$ cat config.mk
export PLATFORM = sky130hd
export DESIGN_NAME = pctd_res_buf
export DESIGN_NICKNAME = d
export VERILOG_FILES = /design/src/hw/rtl/pctd_pkg.sv /design/src/hw/rtl/pctd_res_buf.sv
export SDC_FILE = /design/constraint.sdc
export NUM_CORES = 1
export LEC_CHECK = 0
export BUFFER_PORTS_ARGS = -buffer_cell sky130_fd_sc_hd__buf_2
export CORE_MARGIN = 3
export CORE_UTILIZATION = 40
export CTS_BUF_LIST = sky130_fd_sc_hd__clkbuf_4
export DETAILED_ROUTE_END_ITERATION = 7
export PLACE_DENSITY_LB_ADDON = 0.08
export SYNTH_ARGS = -nofsm -noshare
export SYNTH_HDL_FRONTEND = slang
export SYNTH_SLANG_ARGS = --single-unit
$ cat constraint.sdc
create_clock -name clk -period 3.95 [get_ports clk]
set_input_delay 0.1975 -clock clk [delete_from_list [all_inputs] [get_ports clk]]
set_output_delay 0.1975 -clock clk [all_outputs]
set_load 0.005 [all_outputs]
$ cat src/hw/rtl/pctd_pkg.sv
`timescale 1ns / 1ps

package pctd_pkg;

	localparam int MAX_NODES    = 512;
	localparam int MAX_CODE_LEN = 32;
	localparam int SYMBOL_BITS  = 8;

	localparam int NODE_AW = $clog2(MAX_NODES);
	localparam int USED_W  = $clog2(MAX_NODES + 1);

	localparam int FUNC_W = 2;
	localparam int SYM_W  = 8;
	localparam int BITS_W = 32;
	localparam int LEN_W  = 6;
	localparam int ERR_W  = 2;
	localparam int POS_W  = $clog2(BITS_W);

	localparam logic [LEN_W-1:0] LEN_CAP = LEN_W'((MAX_CODE_LEN > 63) ? 63 : MAX_CODE_LEN);

	typedef enum logic [FUNC_W-1:0] {
		FUNC_LOAD   = 2'd0,
		FUNC_DECODE = 2'd1,
		FUNC_CLEAR  = 2'd2
	} func_t;

	typedef enum logic [ERR_W-1:0] {
		ERR_NONE    = 2'd0,
		ERR_MISSING = 2'd1,
		ERR_FULL    = 2'd2
	} err_t;

	typedef struct packed {
		logic [NODE_AW-1:0]     left;
		logic [NODE_AW-1:0]     right;
		logic [SYMBOL_BITS-1:0] sym;
	} node_t;

	typedef struct packed {
		logic               sym_valid;
		logic [SYM_W-1:0]   symbol;
		logic [ERR_W-1:0]   error;
	} res_t;

	typedef struct packed {
		logic               re;
		logic [NODE_AW-1:0] raddr;
		logic               we;
		logic [NODE_AW-1:0] waddr;
		node_t              wdata;
	} mem_req_t;

endpackage

$ cat src/hw/rtl/pctd_res_buf.sv
`timescale 1ns / 1ps

module pctd_res_buf import pctd_pkg::*; (
	input  logic             clk,
	input  logic             arst_n,
	input  logic             push,
	input  res_t             push_res,
	output logic             full,
	output logic             out_valid,
	input  logic             out_stall,
	output logic             symbol_valid,
	output logic [SYM_W-1:0] symbol,
	output logic [ERR_W-1:0] error
);

	res_t       slot_q [2];
	logic       wr_q;
	logic       rd_q;
	logic [1:0] cnt_q;
	logic       pop;
	res_t       head;

	assign out_valid    = (cnt_q != 2'd0);
	assign full         = (cnt_q == 2'd2);
	assign pop          = out_valid && !out_stall;
	assign head         = slot_q[rd_q];
	assign symbol_valid = head.sym_valid;
	assign symbol       = head.symbol;
	assign error        = head.error;

	always_ff @(posedge clk or negedge arst_n) begin
		if (!arst_n) begin
			wr_q  <= 1'b0;
			rd_q  <= 1'b0;
			cnt_q <= 2'd0;
		end else begin
			if (push) begin
				wr_q <= !wr_q;
			end
			if (pop) begin
				rd_q <= !rd_q;
			end
			cnt_q <= cnt_q + 2'(push) - 2'(pop);
		end
	end

	always_ff @(posedge clk) begin
		if (push) begin
			slot_q[wr_q] <= push_res;
		end
	end

endmodule

== Word level (Yosys, flattened, before mapping) ==
Memory sizes are Yosys's and may differ from the RTL's.
Index checks and enable logic that the tools add are counted.
Storage, ports and cells
  register bits after elaboration: 4
  logic and storage cells: 14
  output and inout port bits: 13
  memories kept: 1
  memory bits (writable): 22
Memories
  slot_q: words 2, bits a word 11, rd ports 1, clocked after memory_dff 0, wr ports 1, RTL line pctd_res_buf.sv:16  | res_t slot_q [2];
Cells by class
  add/subtract/negate cells: 2
  eq/ne operators: 1
  reductions and logical operators: 5
  mux-type cells: 2
Operators with widths (number)
  $logic_not 1->1: 3
  $add 2x1->2: 1
  $eq 2x2->1 const B: 1
  $mux 1: 2
  $reduce_bool 2->1: 1
  $sub 2x1->2: 1
  $logic_and 1x1->1: 1

== Logic depth before layout (Yosys ltp) ==
  word-level depth: 3
  mapped depth: 7
  gate-level depth less buffers: 7

== Worst setup path after synthesis ==
No wires, ideal clock.
  path type: register to register
  start: register cnt_q[1]
  end: register cnt_q[1]
  period minus slack after synthesis: 1470 ps
  cell stages (with the launch flop): 8
  path buffers: 0
  arrival time: 1347 ps
  setup slack: 2480 ps
  path through: dfrtp_1 > o21bai_1 > inv_1 > ha_1 > inv_1 > ha_1 > xnor2_1 > xnor2_1
Between the ends
  cells in the longest elaborated chain, start to end: 3
  elaborated cells on any way between the ends: 4
  those cells by class: 2 x add/sub; 2 x reduce/logical
RTL lines
  start, declared: RTL line pctd_res_buf.sv:19  | logic [1:0] cnt_q;
  start signal, assigned: RTL line pctd_res_buf.sv:43  | cnt_q <= cnt_q + 2'(push) - 2'(pop);
  $reduce_bool 2->1: RTL line pctd_res_buf.sv:23  | assign out_valid = (cnt_q != 2'd0);
  $logic_and 1x1->1: RTL line pctd_res_buf.sv:25  | assign pop = out_valid && !out_stall;
  via pop: RTL line pctd_res_buf.sv:20  | logic pop;
  $sub 2x1->2: RTL line pctd_res_buf.sv:43
The timed path passes the listed nets, and every way through them passes these cells.
A chain may end at the register's enable or synchronous reset.

== Worst setup path in the final report ==
  start: register rd_q
  end: output port error[0]
Between the ends
  cells in the longest elaborated chain, start to end: 1
RTL lines
  start, declared: RTL line pctd_res_buf.sv:18  | logic rd_q;
  start signal, assigned: RTL line pctd_res_buf.sv:41  | rd_q <= !rd_q;
  $mem_v2 2x11
  end, declared: RTL line pctd_res_buf.sv:13  | output logic [ERR_W-1:0] error
No other way between the ends.

==> summary.md <==
| Metric | Value |
|---|---|
| Worst path arrival time | 1.62 ns |
| Die width | 56.83 um |
| Minimum clock period | 1.821 ns |
| Crit-path max cell delay | 0.79 ns |
| Comb pwr share | 31.1% |
| Total CTS buffers | 3 |
| Yosys reg bits | 26 |
| Cell taking the most area after synthesis | edfxtp_1 |
| Top cells by area, synth | edfxtp_1 (64%), mux2_4 (13%), dfrtp_1 (9.7%) |
| Clock slew at reported path FFs | 0.13 ns |
| Required @ worst endpoint | 3.75 ns |
| Initial drt markers | 5 |
| Vias per cell | 4.486 |
| Sw frac | 27.02% |
| Top Metal Used | met3 |
| Synth top area share | 63.92% |
| Die area | 0.003230 mm^2 |
| First-pass GRT wire length | 2.497 mm |
| Worst-path maximum fanout | 12 |
| Power Total | 0.0007866 W |
| TritonCTS clock tree | built |
| Worst Setup End Kind | output port |
| Finished Layout Cells | 111 |
| PwrDens | 638.2 mW/mm^2 |
| Worst VDD drop | 0.3798 mV |
| Syn avg cell area | 19.87 um^2 |
| Unrepaired setup endpoints after global routing | false |
| Clk root buf | clkbuf_4 |
| Hold Crit Class | input pin to register |
| Detail Route Antenna Nets | 0 |
| Reg2Reg Setup Slack | 2.38 ns |
| Worst skew pair latency | 0.31 ns |
| PortBufs | 27 |
| Total wire length | 1.404 mm |
| Sw power | 0.0002125 W |
| Final nets | 101 |
| Status | completed |
| Slowest cell on the critical path | dfrtp_1 |
| Initial antenna violation count | 0 |
| Met3 WL | 114 um |
| Inserted Diodes | 0 |
| PostCTS Resize Cnt | 0 |
| Core box area | 0.002340 mm^2 |
| Clock network power share | 14.8% |
| Routed wire per std cell | 12.65 um |
| # DRC | 0 |
| Initial Util | 44.17% |
| Crit Path Class | register to output port |
| Placed insts | 106 |
| GPL Wtd Cong | 0.6918 |
| Leakage | 0.5190 nW |
| Mapped cell area | 0.001033 mm^2 |
| Largest net degree at the start of global routing | 15 |
| I/O pins | 28 |
| Number of unique standard cell types used by synthesis | 13 |
| Slew headroom | 32.57% |
| Total grt overflow | 0 |
| Final hold violations | 0 |
| Startpoint types | register |
| Mapped Nets | 69 |
| Sequential fraction of the synthesis area | 73.61% |
| Detailed Place HPWL | 997.5 um |
| Routed metal-1 wirelength | 584 um |
| Top achievable clock speed | 549.1 MHz |
| Pins Over Slew Limit | 0 |
| Met2 wire length | 705 um |
| Drt pass-1 iters | 2 |
| All-Layer GR Usage | 10.30% |
| Final setup vio count | 0 |
| Max cap viols | 0 |
| Reg power frac | 54.1% |
| Die H | 56.83 um |
| Worst-Margin Slew | 1.009 ns |
| Count of clock tree sinks | 26 |
| Via Count | 498 |
| Site Rows | 17 |
| CP Cell Sequence | mux2_2 > buf_2 |
| Share of layout cells above drive strength 1 | 51.81% |
| Area Growth Syn to Fin | 19.25% |
| Final Skew | 0.002764 ns |
| Final setup TNS | 0 ns |
| CTS Buffer Depth | 2 |
| Int Pwr | 0.0005740 W |
| Vias in the first global route | 553 |
| CTS H-tree lvls | 1 |
| Final Cycle Share | 46.10% |
| Synthesized instance count | 52 |
| Yosys warning count | 0 |
==> critical path, delay by kind of cell (launching register included) <==
| family | cells | cell delay (ns) |
|---|---|---|
| DFF | 1 | 0.79 |
| muxes | 1 | 0.40 |
| buffers and inverters | 1 | 0.13 |
==> routing by layer <==
| layer | vias up | global-route usage [%] |
|---|---|---|
| met5 | - | 0 |
| met3 | 0 | 4.138 |
| li1 | 253 | - |
| met1 | 227 | 12.09 |
| met4 | 0 | 4.967 |
| met2 | 18 | 16.34 |
==> kinds of logic (layout without fill, tap and decap cells) <==
group / Yosys count / count (layout) / share of synthesized area (%)
buf+inv: 4 / 35 / 2.179
fa+ha+maj: 2 / 2 / 2.421
flops: 26 / 26 / 73.61
simple gates: 4 / 4 / 2.422
mux: 11 / 11 / 15.25
compound gates: 1 / 1 / 0.7267
xor+xnor: 4 / 4 / 3.390
==> synth_stat cells, drive strengths merged <==
cell	n
edfxtp	22
mux2	11
dfrtp	4
inv	3
xnor2	3
ha	2
nor2b	2
and2	1
buf	1
o21bai	1
or2	1
xor2	1
==> sequential cells by signal, summed over array words and instances, names as in the netlist <==
signal / cells
rd_q: 1
wr_q: 1
cnt_q: 2
slot_q: 22
==> layout make-up <==
class | instances | area, um^2
Fill cell | 207 | 1107
Sequential cell | 26 | 760.7
Multi-Input combinational cell | 22 | 250.2
Timing Repair Buffer | 28 | 145.1
Tap cell | 28 | 35.03
Clock buffer | 4 | 30.03
Inverter | 3 | 11.26
==> power groups by stage <==
stage / combinational, W / sequential, W / clock [W]
floorplan: 0.000202 / 0.000401 / 0
global placement: 0.000251 / 0.000433 / 0
detailed placement: 0.000252 / 0.000436 / 0
CTS: 0.000252 / 0.000429 / 0.000125
global route: 0.000277 / 0.000438 / 0.000137
finish: 0.000244 / 0.000426 / 0.000116
==> placed cells by master (no fill, tap or decap) <==
master         Yosys  layout
o21bai_1           1       1
nor2b_1            2       2
dlygate4sd3_1      0       1
or2_2              1       1
dfrtp_1            4       4
and2_1             1       1
clkbuf_4           0       4
ha_1               2       2
inv_1              3       3
xnor2_1            3       3
mux2_2             2       2
buf_2              0      27
mux2_4             9       9
edfxtp_1          22      22
xor2_1             1       1
==> timing repair <==
action	in CTS	in global routing
setup buffers	0	0
hold endpoints to repair	4	0
hold buffers	1	0
==> worst paths after layout <==
check | to | cells after the start | start
worst max-delay path | error[0] | 2 | rd_q
worst min-delay path | slot_q[0][5] | 1 | push_res[5]
worst max register to register | slot_q[0][6] | 1 | wr_q
worst min register to register | wr_q | 1 | wr_q
max in group asynchronous | cnt_q[1] | 2 | arst_n
min in group asynchronous | cnt_q[0] | 2 | arst_n
==> metrics by stage <==
stage	hold WS (ns)	setup WS (ns)	util, %	area (um^2)
after floorplan	-0.09809	2.480	-	1033
after global placement	0.01147	2.348	50.96	1192
after detailed placement	0.01321	2.315	50.96	1192
after CTS	0.04874	2.065	52.67	1232
after global routing	0.03832	2.002	52.67	1232
final	0.06723	2.129	52.67	1232
(Power assumes the default switching activity.)
