`src/hw/rtl/pctd_pkg.sv`:
```
`timescale 1ns / 1ps

package pctd_pkg;

	localparam int MAX_NODES    = 512;
	localparam int MAX_CODE_LEN = 32;
	localparam int SYMBOL_BITS  = 8;

	localparam int NODE_AW = $clog2(MAX_NODES);
	localparam int USED_W  = $clog2(MAX_NODES + 1);

	localparam int FUNC_W = 2;
	localparam int SYM_W  = 8;
	localparam int BITS_W = 32;
	localparam int LEN_W  = 6;
	localparam int ERR_W  = 2;
	localparam int POS_W  = $clog2(BITS_W);

	localparam logic [LEN_W-1:0] LEN_CAP = LEN_W'((MAX_CODE_LEN > 63) ? 63 : MAX_CODE_LEN);

	typedef enum logic [FUNC_W-1:0] {
		FUNC_LOAD   = 2'd0,
		FUNC_DECODE = 2'd1,
		FUNC_CLEAR  = 2'd2
	} func_t;

	typedef enum logic [ERR_W-1:0] {
		ERR_NONE    = 2'd0,
		ERR_MISSING = 2'd1,
		ERR_FULL    = 2'd2
	} err_t;

	typedef struct packed {
		logic [NODE_AW-1:0]     left;
		logic [NODE_AW-1:0]     right;
		logic [SYMBOL_BITS-1:0] sym;
	} node_t;

	typedef struct packed {
		logic               sym_valid;
		logic [SYM_W-1:0]   symbol;
		logic [ERR_W-1:0]   error;
	} res_t;

	typedef struct packed {
		logic               re;
		logic [NODE_AW-1:0] raddr;
		logic               we;
		logic [NODE_AW-1:0] waddr;
		node_t              wdata;
	} mem_req_t;

endpackage

```
`src/hw/rtl/pctd_walker.sv`:
```
`timescale 1ns / 1ps

module pctd_walker import pctd_pkg::*; (
	input  logic              clk,
	input  logic              arst_n,
	input  logic              in_valid,
	output logic              in_stall,
	input  logic [FUNC_W-1:0] func,
	input  logic [SYM_W-1:0]  code_symbol,
	input  logic [BITS_W-1:0] code_bits,
	input  logic [LEN_W-1:0]  code_len,
	input  logic              bit_req,
	input  logic              buf_full,
	output logic              res_push,
	output res_t              res,
	output mem_req_t          req,
	input  node_t             mem_rdata
);

	typedef enum logic [1:0] {
		ST_IDLE,
		ST_LD_STEP,
		ST_LD_FETCH,
		ST_DEC_WAIT
	} state_t;

	state_t                 state_q;
	logic [USED_W-1:0]      used_q;
	logic [NODE_AW-1:0]     cur_q;
	node_t                  cur_ent_q;
	node_t                  root_q;
	logic [NODE_AW-1:0]     node_q;
	node_t                  ent_q;
	logic [LEN_W-1:0]       rem_q;
	logic [BITS_W-1:0]      bits_q;
	logic [SYMBOL_BITS-1:0] sym_q;

	logic                   accept;
	logic [LEN_W-1:0]       rem_dec;
	logic                   code_bit;
	logic [NODE_AW-1:0]     slot;
	logic                   full;
	logic [NODE_AW-1:0]     fresh;
	logic [NODE_AW-1:0]     dec_next;
	logic                   leaf;
	node_t                  ent_alloc;

	assign in_stall = (state_q != ST_IDLE) || buf_full;
	assign accept   = in_valid && !in_stall;
	assign rem_dec  = rem_q - 1'b1;
	assign code_bit = (rem_dec < LEN_W'(BITS_W)) ? bits_q[rem_dec[POS_W-1:0]] : 1'b0;
	assign slot     = code_bit ? ent_q.right : ent_q.left;
	assign full     = (used_q == USED_W'(MAX_NODES));
	assign fresh    = used_q[NODE_AW-1:0];
	assign dec_next = bit_req ? cur_ent_q.right : cur_ent_q.left;
	assign leaf     = (mem_rdata.left == '0) && (mem_rdata.right == '0);

	always_comb begin
		ent_alloc = ent_q;
		if (code_bit) begin
			ent_alloc.right = fresh;
		end else begin
			ent_alloc.left = fresh;
		end
	end

	always_comb begin
		req      = '0;
		res_push = 1'b0;
		res      = '0;
		case (state_q)
			ST_IDLE: begin
				if (accept && func == FUNC_DECODE) begin
					if (dec_next == '0) begin
						res_push  = 1'b1;
						res.error = ERR_MISSING;
					end else begin
						req.re    = 1'b1;
						req.raddr = dec_next;
					end
				end else if (accept && func != FUNC_LOAD) begin
					res_push = 1'b1;
				end
			end
			ST_LD_STEP: begin
				if (rem_q == '0) begin
					req.we        = 1'b1;
					req.waddr     = node_q;
					req.wdata     = ent_q;
					req.wdata.sym = sym_q;
					res_push      = 1'b1;
				end else if (slot != '0) begin
					req.re    = 1'b1;
					req.raddr = slot;
				end else if (full) begin
					req.we    = 1'b1;
					req.waddr = node_q;
					req.wdata = ent_q;
					res_push  = 1'b1;
					res.error = ERR_FULL;
				end else begin
					req.we    = 1'b1;
					req.waddr = node_q;
					req.wdata = ent_alloc;
				end
			end
			ST_DEC_WAIT: begin
				res_push = 1'b1;
				if (leaf) begin
					res.sym_valid = 1'b1;
					res.symbol    = SYM_W'(mem_rdata.sym);
				end
			end
			default: begin
			end
		endcase
	end

	always_ff @(posedge clk or negedge arst_n) begin
		if (!arst_n) begin
			state_q   <= ST_IDLE;
			used_q    <= USED_W'(1);
			cur_q     <= '0;
			cur_ent_q <= '0;
			root_q    <= '0;
		end else begin
			case (state_q)
				ST_IDLE: begin
					if (accept) begin
						case (func_t'(func))
							FUNC_LOAD: begin
								state_q <= ST_LD_STEP;
							end
							FUNC_DECODE: begin
								if (dec_next == '0) begin
									cur_q     <= '0;
									cur_ent_q <= root_q;
								end else begin
									state_q <= ST_DEC_WAIT;
								end
							end
							FUNC_CLEAR: begin
								used_q    <= USED_W'(1);
								cur_q     <= '0;
								cur_ent_q <= '0;
								root_q    <= '0;
							end
							default: begin
							end
						endcase
					end
				end
				ST_LD_STEP: begin
					if (rem_q == '0) begin
						state_q <= ST_IDLE;
					end else if (slot != '0) begin
						state_q <= ST_LD_FETCH;
					end else if (full) begin
						state_q <= ST_IDLE;
					end else begin
						used_q <= used_q + 1'b1;
					end
				end
				ST_LD_FETCH: begin
					state_q <= ST_LD_STEP;
				end
				ST_DEC_WAIT: begin
					state_q <= ST_IDLE;
					if (leaf) begin
						cur_q     <= '0;
						cur_ent_q <= root_q;
					end else begin
						cur_q     <= node_q;
						cur_ent_q <= mem_rdata;
					end
				end
				default: begin
					state_q <= ST_IDLE;
				end
			endcase
			if (req.we && req.waddr == '0) begin
				root_q <= req.wdata;
			end
			if (req.we && req.waddr == cur_q) begin
				cur_ent_q <= req.wdata;
			end
		end
	end

	always_ff @(posedge clk) begin
		case (state_q)
			ST_IDLE: begin
				if (accept) begin
					node_q <= (func == FUNC_LOAD) ? '0 : dec_next;
					ent_q  <= root_q;
					rem_q  <= (code_len > LEN_CAP) ? LEN_CAP : code_len;
					bits_q <= code_bits;
					sym_q  <= SYMBOL_BITS'(code_symbol);
				end
			end
			ST_LD_STEP: begin
				if (rem_q != '0) begin
					if (slot != '0) begin
						node_q <= slot;
						rem_q  <= rem_dec;
					end else if (!full) begin
						node_q <= fresh;
						ent_q  <= '0;
						rem_q  <= rem_dec;
					end
				end
			end
			ST_LD_FETCH: begin
				ent_q <= mem_rdata;
			end
			default: begin
			end
		endcase
	end

	a_used_range: assert property (@(posedge clk) disable iff (!arst_n)
		used_q != '0 && used_q <= USED_W'(MAX_NODES))
		else $error("node count out of range");

	a_write_allocated: assert property (@(posedge clk) disable iff (!arst_n)
		req.we |-> USED_W'(req.waddr) < used_q)
		else $error("write to unallocated node");

	a_fetch_read: assert property (@(posedge clk) disable iff (!arst_n)
		state_q == ST_LD_FETCH |-> $past(req.re))
		else $error("fetch without node read");

	a_dec_read: assert property (@(posedge clk) disable iff (!arst_n)
		state_q == ST_DEC_WAIT |-> $past(state_q) == ST_IDLE && $past(req.re))
		else $error("decode wait without child read");

	a_push_room: assert property (@(posedge clk) disable iff (!arst_n)
		res_push |-> !buf_full)
		else $error("result beat with no buffer room");

endmodule

```
`config.mk`:
```
export PLATFORM = sky130hd
export DESIGN_NAME = pctd_walker
export DESIGN_NICKNAME = d
export VERILOG_FILES = /design/src/hw/rtl/pctd_pkg.sv /design/src/hw/rtl/pctd_walker.sv
export SDC_FILE = /design/constraint.sdc
export NUM_CORES = 1
export LEC_CHECK = 0
export ABC_AREA = 1
export BUFFER_PORTS_ARGS = -buffer_cell sky130_fd_sc_hd__buf_2
export CORE_UTILIZATION = 52
export DETAILED_ROUTE_END_ITERATION = 10
export GPL_TIMING_DRIVEN = 0
export PLACE_DENSITY_LB_ADDON = 0.08
export SLEW_MARGIN = 20
export SYNTH_ARGS = -nofsm -noshare
export SYNTH_HDL_FRONTEND = slang
export SYNTH_SLANG_ARGS = --single-unit
```
`constraint.sdc`:
```
create_clock -name clk -period 4.01 [get_ports clk]
set_input_delay 0.802 -clock clk [delete_from_list [all_inputs] [get_ports clk]]
set_output_delay 0.802 -clock clk [all_outputs]
set_load 0.1 [all_outputs]
```
; After elaboration in Yosys (flattened, before gate mapping)
; Index checks and enable logic that the tools add are counted.
[totals]
reg_bits = 146
in_bits = 79
out_inout_bits = 59
wordCells = 152
[classes]
add_sub_neg = 2
n_lt_le_gt_ge = 3
n_eq_ne = 22
muxes = 76
n_reduce_logical = 34
[ops]
columns = op, count
row1 = $mux 26, 13
row2 = $mux 9, 14
row3 = $mux 36, 3
row4 = $pmux 26 s2, 2
row5 = $mux 10, 9
row6 = $pmux 26 s3, 1
row7 = $pmux 9 s2, 3
row8 = $pmux 10 s2, 2
row9 = $logic_not 9->1, 4
row10 = $mux 6, 5
row11 = $mux 2, 8
row12 = $reduce_and 4->1, 4
row13 = $ne 3x3->1 const B, 5
row14 = $reduce_bool 2->1, 7
row15 = $pmux 6 s2, 1
row16 = $add 10x1->10 const B, 1
row17 = $eq 10x10->1 const B, 1
row18 = $mux 1, 10
row19 = $ne 2x2->1 const B, 5
row20 = $eq 9x9->1, 1
row21 = $reduce_bool 9->1, 1
row22 = $ne 4x4->1 const B, 2
row23 = $pmux 2 s2, 2
row24 = $pmux 2 s4, 1
row25 = 22 further kinds, 32

; Depth between registers and ports, before layout
[logic_depth]
ltp_word = 13
depth_mapped = 31
mapped_depth_nobuf = 27

; Least setup slack after synthesis
; OpenSTA, ideal clock, no wires.
[synth_timing]
path_kind = register to output
startpoint = register rem_q[0]
endpoint = output req[21] in the netlist's numbering
t_arrival_ns = 4.658
required_ns = 3.208
path_slack_ns = -1.450
path_stages_with_launch = 21
path_buffers = 5
path_cell_list = edfxtp_1 buf_6 inv_4 buf_6 ha_1 buf_2 inv_1 nand3_1 nand3_1 nand3_1 nand2_1 nand2_2 nand3_2 buf_6 nand2_1 nand2_1 nand2_1 nor2_1 nand3_2 clkbuf_1 a21boi_0
[synth_lines]
columns = item, line_no
row1 = start: declaration, pctd_walker.sv:34  ; logic [LEN_W-1:0] rem_q;
row2 = start signal: assignment, pctd_walker.sv:196  ; rem_q <= (code_len > LEN_CAP) ? LEN_CAP : code_len;
row3 = start signal: assignment, pctd_walker.sv:205  ; rem_q <= rem_dec;
row4 = start signal: assignment, pctd_walker.sv:209  ; rem_q <= rem_dec;
row5 = end: declaration, pctd_walker.sv:16  ; output mem_req_t req,

==> results.ini <==
[outcome]
status = complete, but fails checks
violations = setup timing

[setup_path]
cp.required_ns = 3.21
crit_path_top_delay_cell = o21ai_0
path_class = reg -> out
crit_family = simple AND/OR/NAND/NOR gates
crit_fanout = 10
cp_common_cell = buf_6
start_kind = flip-flop
cp-end-kind = primary output
worstPathCellList = buf_6 -> inv_8 -> buf_6 -> ha_4 -> inv_4 -> nor3_4 -> buf_4 -> nand3_4 -> nor2_2 -> inv_1 -> clkbuf_1 -> o21ai_0 -> and2_4 -> buf_12
cp.arrival_ns = 3.58
cp.buffers_inverters = 8
slowest_delay_ns = 0.48

[clocking]
cts.sinks = 146
h-tree-depth = 4
cts_buffer_depth = 2
numCtsBuffers = 17
hold_buffers = 0
root_buffer = clkbuf_16
clock_latency_ns = 0.44
clkTransAtPathRegs_ns = 0.06
cts_tree = yes

[placed_design]
port_buffers = 136
hpwl_mm = 18.4
routabilityCongestion = 0.992
dp_cells = 1338

[logic_synthesis]
ys_warn_count = 0
syn_inst = 989
synth_top_area_share = 0.296
yosys.area.top_type = edfxtp_1
avgSynthCellArea_um2 = 8.31
ys_ff_latch = 146
synth_flop_cell = edfxtp_1
syn-num-nets = 1075
synth.cells.most_frequent = 201 x nand2_1, 158 x inv_1, 93 x nand3_1, 81 x edfxtp_1, 81 x o22ai_1
synth_edf_count = 81
synth_cell_type_count = 44
synth_area_leaders = edfxtp_1 30%, dfrtp_1 19%, nand2_1 9.2%
async_flop_share = 0.445
syn_area_mm2 = 0.00822
yosysMostFrequentCell = nand2_1
synth-seq-area-share = 0.494

[cells_and_area]
area_growth_syn_to_layout_pct = 54.8
final_cells = 1466
drive_above_1_share = 0.402
utilization = 0.831
finalNetCount = 1328
diodes = 0

[grt]
gr-total-overflow = 0
grt_pass1_vias = 8195
antenna_found_initial = 0
grt_pass1_wl_mm = 43.6
grt_usage = 0.356
grt_max_degree = 42

[drt]
drc = 0
totalWireLength_mm = 30.6
vias = 8814
post_drt_wl_per_cell_um = 20.9
firstDrtPassIters = 6
drt_iter0_markers = 1089
viasPerCell = 6.01
detail-route-antenna-nets = 0

[sta]
hold_viol = 0
setup_slack_ns = -0.373
slew_viol_final = 0
skew_ns = 0.0117
rsz0062_at_grt = yes
relSlewSlack = 0.300
worstMarginPinSlew_ns = 1.04
whs_ns = 0.297
fmax_ghz = 0.228
final.setup.tns_ns = -13.65
period_share = 1.09
setup_viol = 63
post-route-min-period_ns = 4.38

[power_and_ir_drop]
p_per_area_mw_per_mm2 = 922
p_leak_nw = 5.62
total_power_mw = 11.7
ir_worst_vdd_mv = 0.648

[flow_run]
max_cap_viol_count = 0

[hold_path]
hp-class = in -> async

[floorplanning]
die_w_um = 128
rows = 45
start_util = 0.536
fp.dieArea_mm2 = 0.0163
dieHeight_um = 128
io_pins = 138
core_area_mm2 = 0.0153

timing repair:
item | CTS | global route
gates resized for setup | 337 | 145
setup buffers | 55 | 36
gates cloned | 7 | 5
setup endpoints to repair | 108 | 93
pin swaps | 41 | 53
final timing paths:
path / from / to / slack, ns / depth (start not counted)
max: rem_q[0]$_DFFE_PP_ / req[9] / -0.37 / 14
min: arst_n / state_q[0]$_DFFE_PN0P_ / 0.30 / 1
max reg2reg: rem_q[0]$_DFFE_PP_ / cur_ent_q[23]$_DFFE_PN0P_ / -0.18 / 31
min reg2reg: cur_ent_q[19]$_DFFE_PN0P_ / cur_ent_q[19]$_DFFE_PN0P_ / 0.51 / 2
max in group asynchronous: arst_n / used_q[0]$_DFFE_PN1P_ / 3.13 / 2
min in group clk: cur_ent_q[19]$_DFFE_PN0P_ / cur_ent_q[19]$_DFFE_PN0P_ / 0.51 / 2
worst reg2reg max path, delay by kind of cell, from the launching register on:
| family | cells | cell delay [ns] |
|---|---|---|
| buffers and inverters | 10 | 1.44 |
| flip-flops | 1 | 0.38 |
| AND/OR/NAND/NOR | 21 | 2.30 |
layer usage:
metal,vias up,global-route usage,wire length [um]
met3,139,0.0722,3070
met2,651,0.584,14600
li1,3868,-,-
met4,0,0.152,1550
met5,-,0,0
met1,4156,0.462,11500
logic make-up after synthesis:
group	count (synthesis)	share of synthesized area
flops	146	0.494
xor+xnor	5	0.00533
simple gates	413	0.229
buf+inv	217	0.110
compound gates	194	0.141
mux	7	0.00853
fa+ha+maj	7	0.0107
state kept, by name, indices dropped and copies added, names as in the netlist, 8 cells and up:
register,count
bits_q,32
root_q,26
cur_ent_q,18
ent_q,18
used_q,10
cur_q,9
node_q,9
ent_alloc,8
sym_q,8
final cells by class:
cell class | count | area (um^2)
buffer | 48 | 393
clock buffer | 18 | 429
clock inverter | 14 | 116
fill | 872 | 2590
inverter | 169 | 683
multi-input combinational | 627 | 4420
sequential | 146 | 4060
tap | 211 | 264
timing repair buffer | 231 | 2350
timing repair inverter | 2 | 10.0
stage by stage:
step	cell area, um^2	worst slack, ns
2_1_floorplan	8450	-0.225
3_3_place_gp	9390	-1.16
3_5_place_dp	9460	-0.829
4_1_cts	11800	-0.306
5_1_grt	12700	-0.489
6_report	12700	-0.373
layout by cell type, fill, tap and decap left out, drive strengths merged, types with 25 or more instances in the layout:
cell type / netlist / routed
buf: 20 / 250
nor2: 50 / 50
clkbuf: 28 / 46
nand3: 95 / 95
inv: 166 / 164
edfxtp: 81 / 81
o22ai: 81 / 81
nand2: 212 / 213
dfrtp: 64 / 64
nand4: 25 / 25
o21ai: 63 / 63
power breakdown:
| group | switching (mW) | internal, mW |
|---|---|---|
| combinational | 4.74 | 2.83 |
| clock | 0.676 | 0.847 |
| sequential | 0.341 | 2.29 |
| total | 5.76 | 5.97 |
Power figures use the tool's default switching activity.
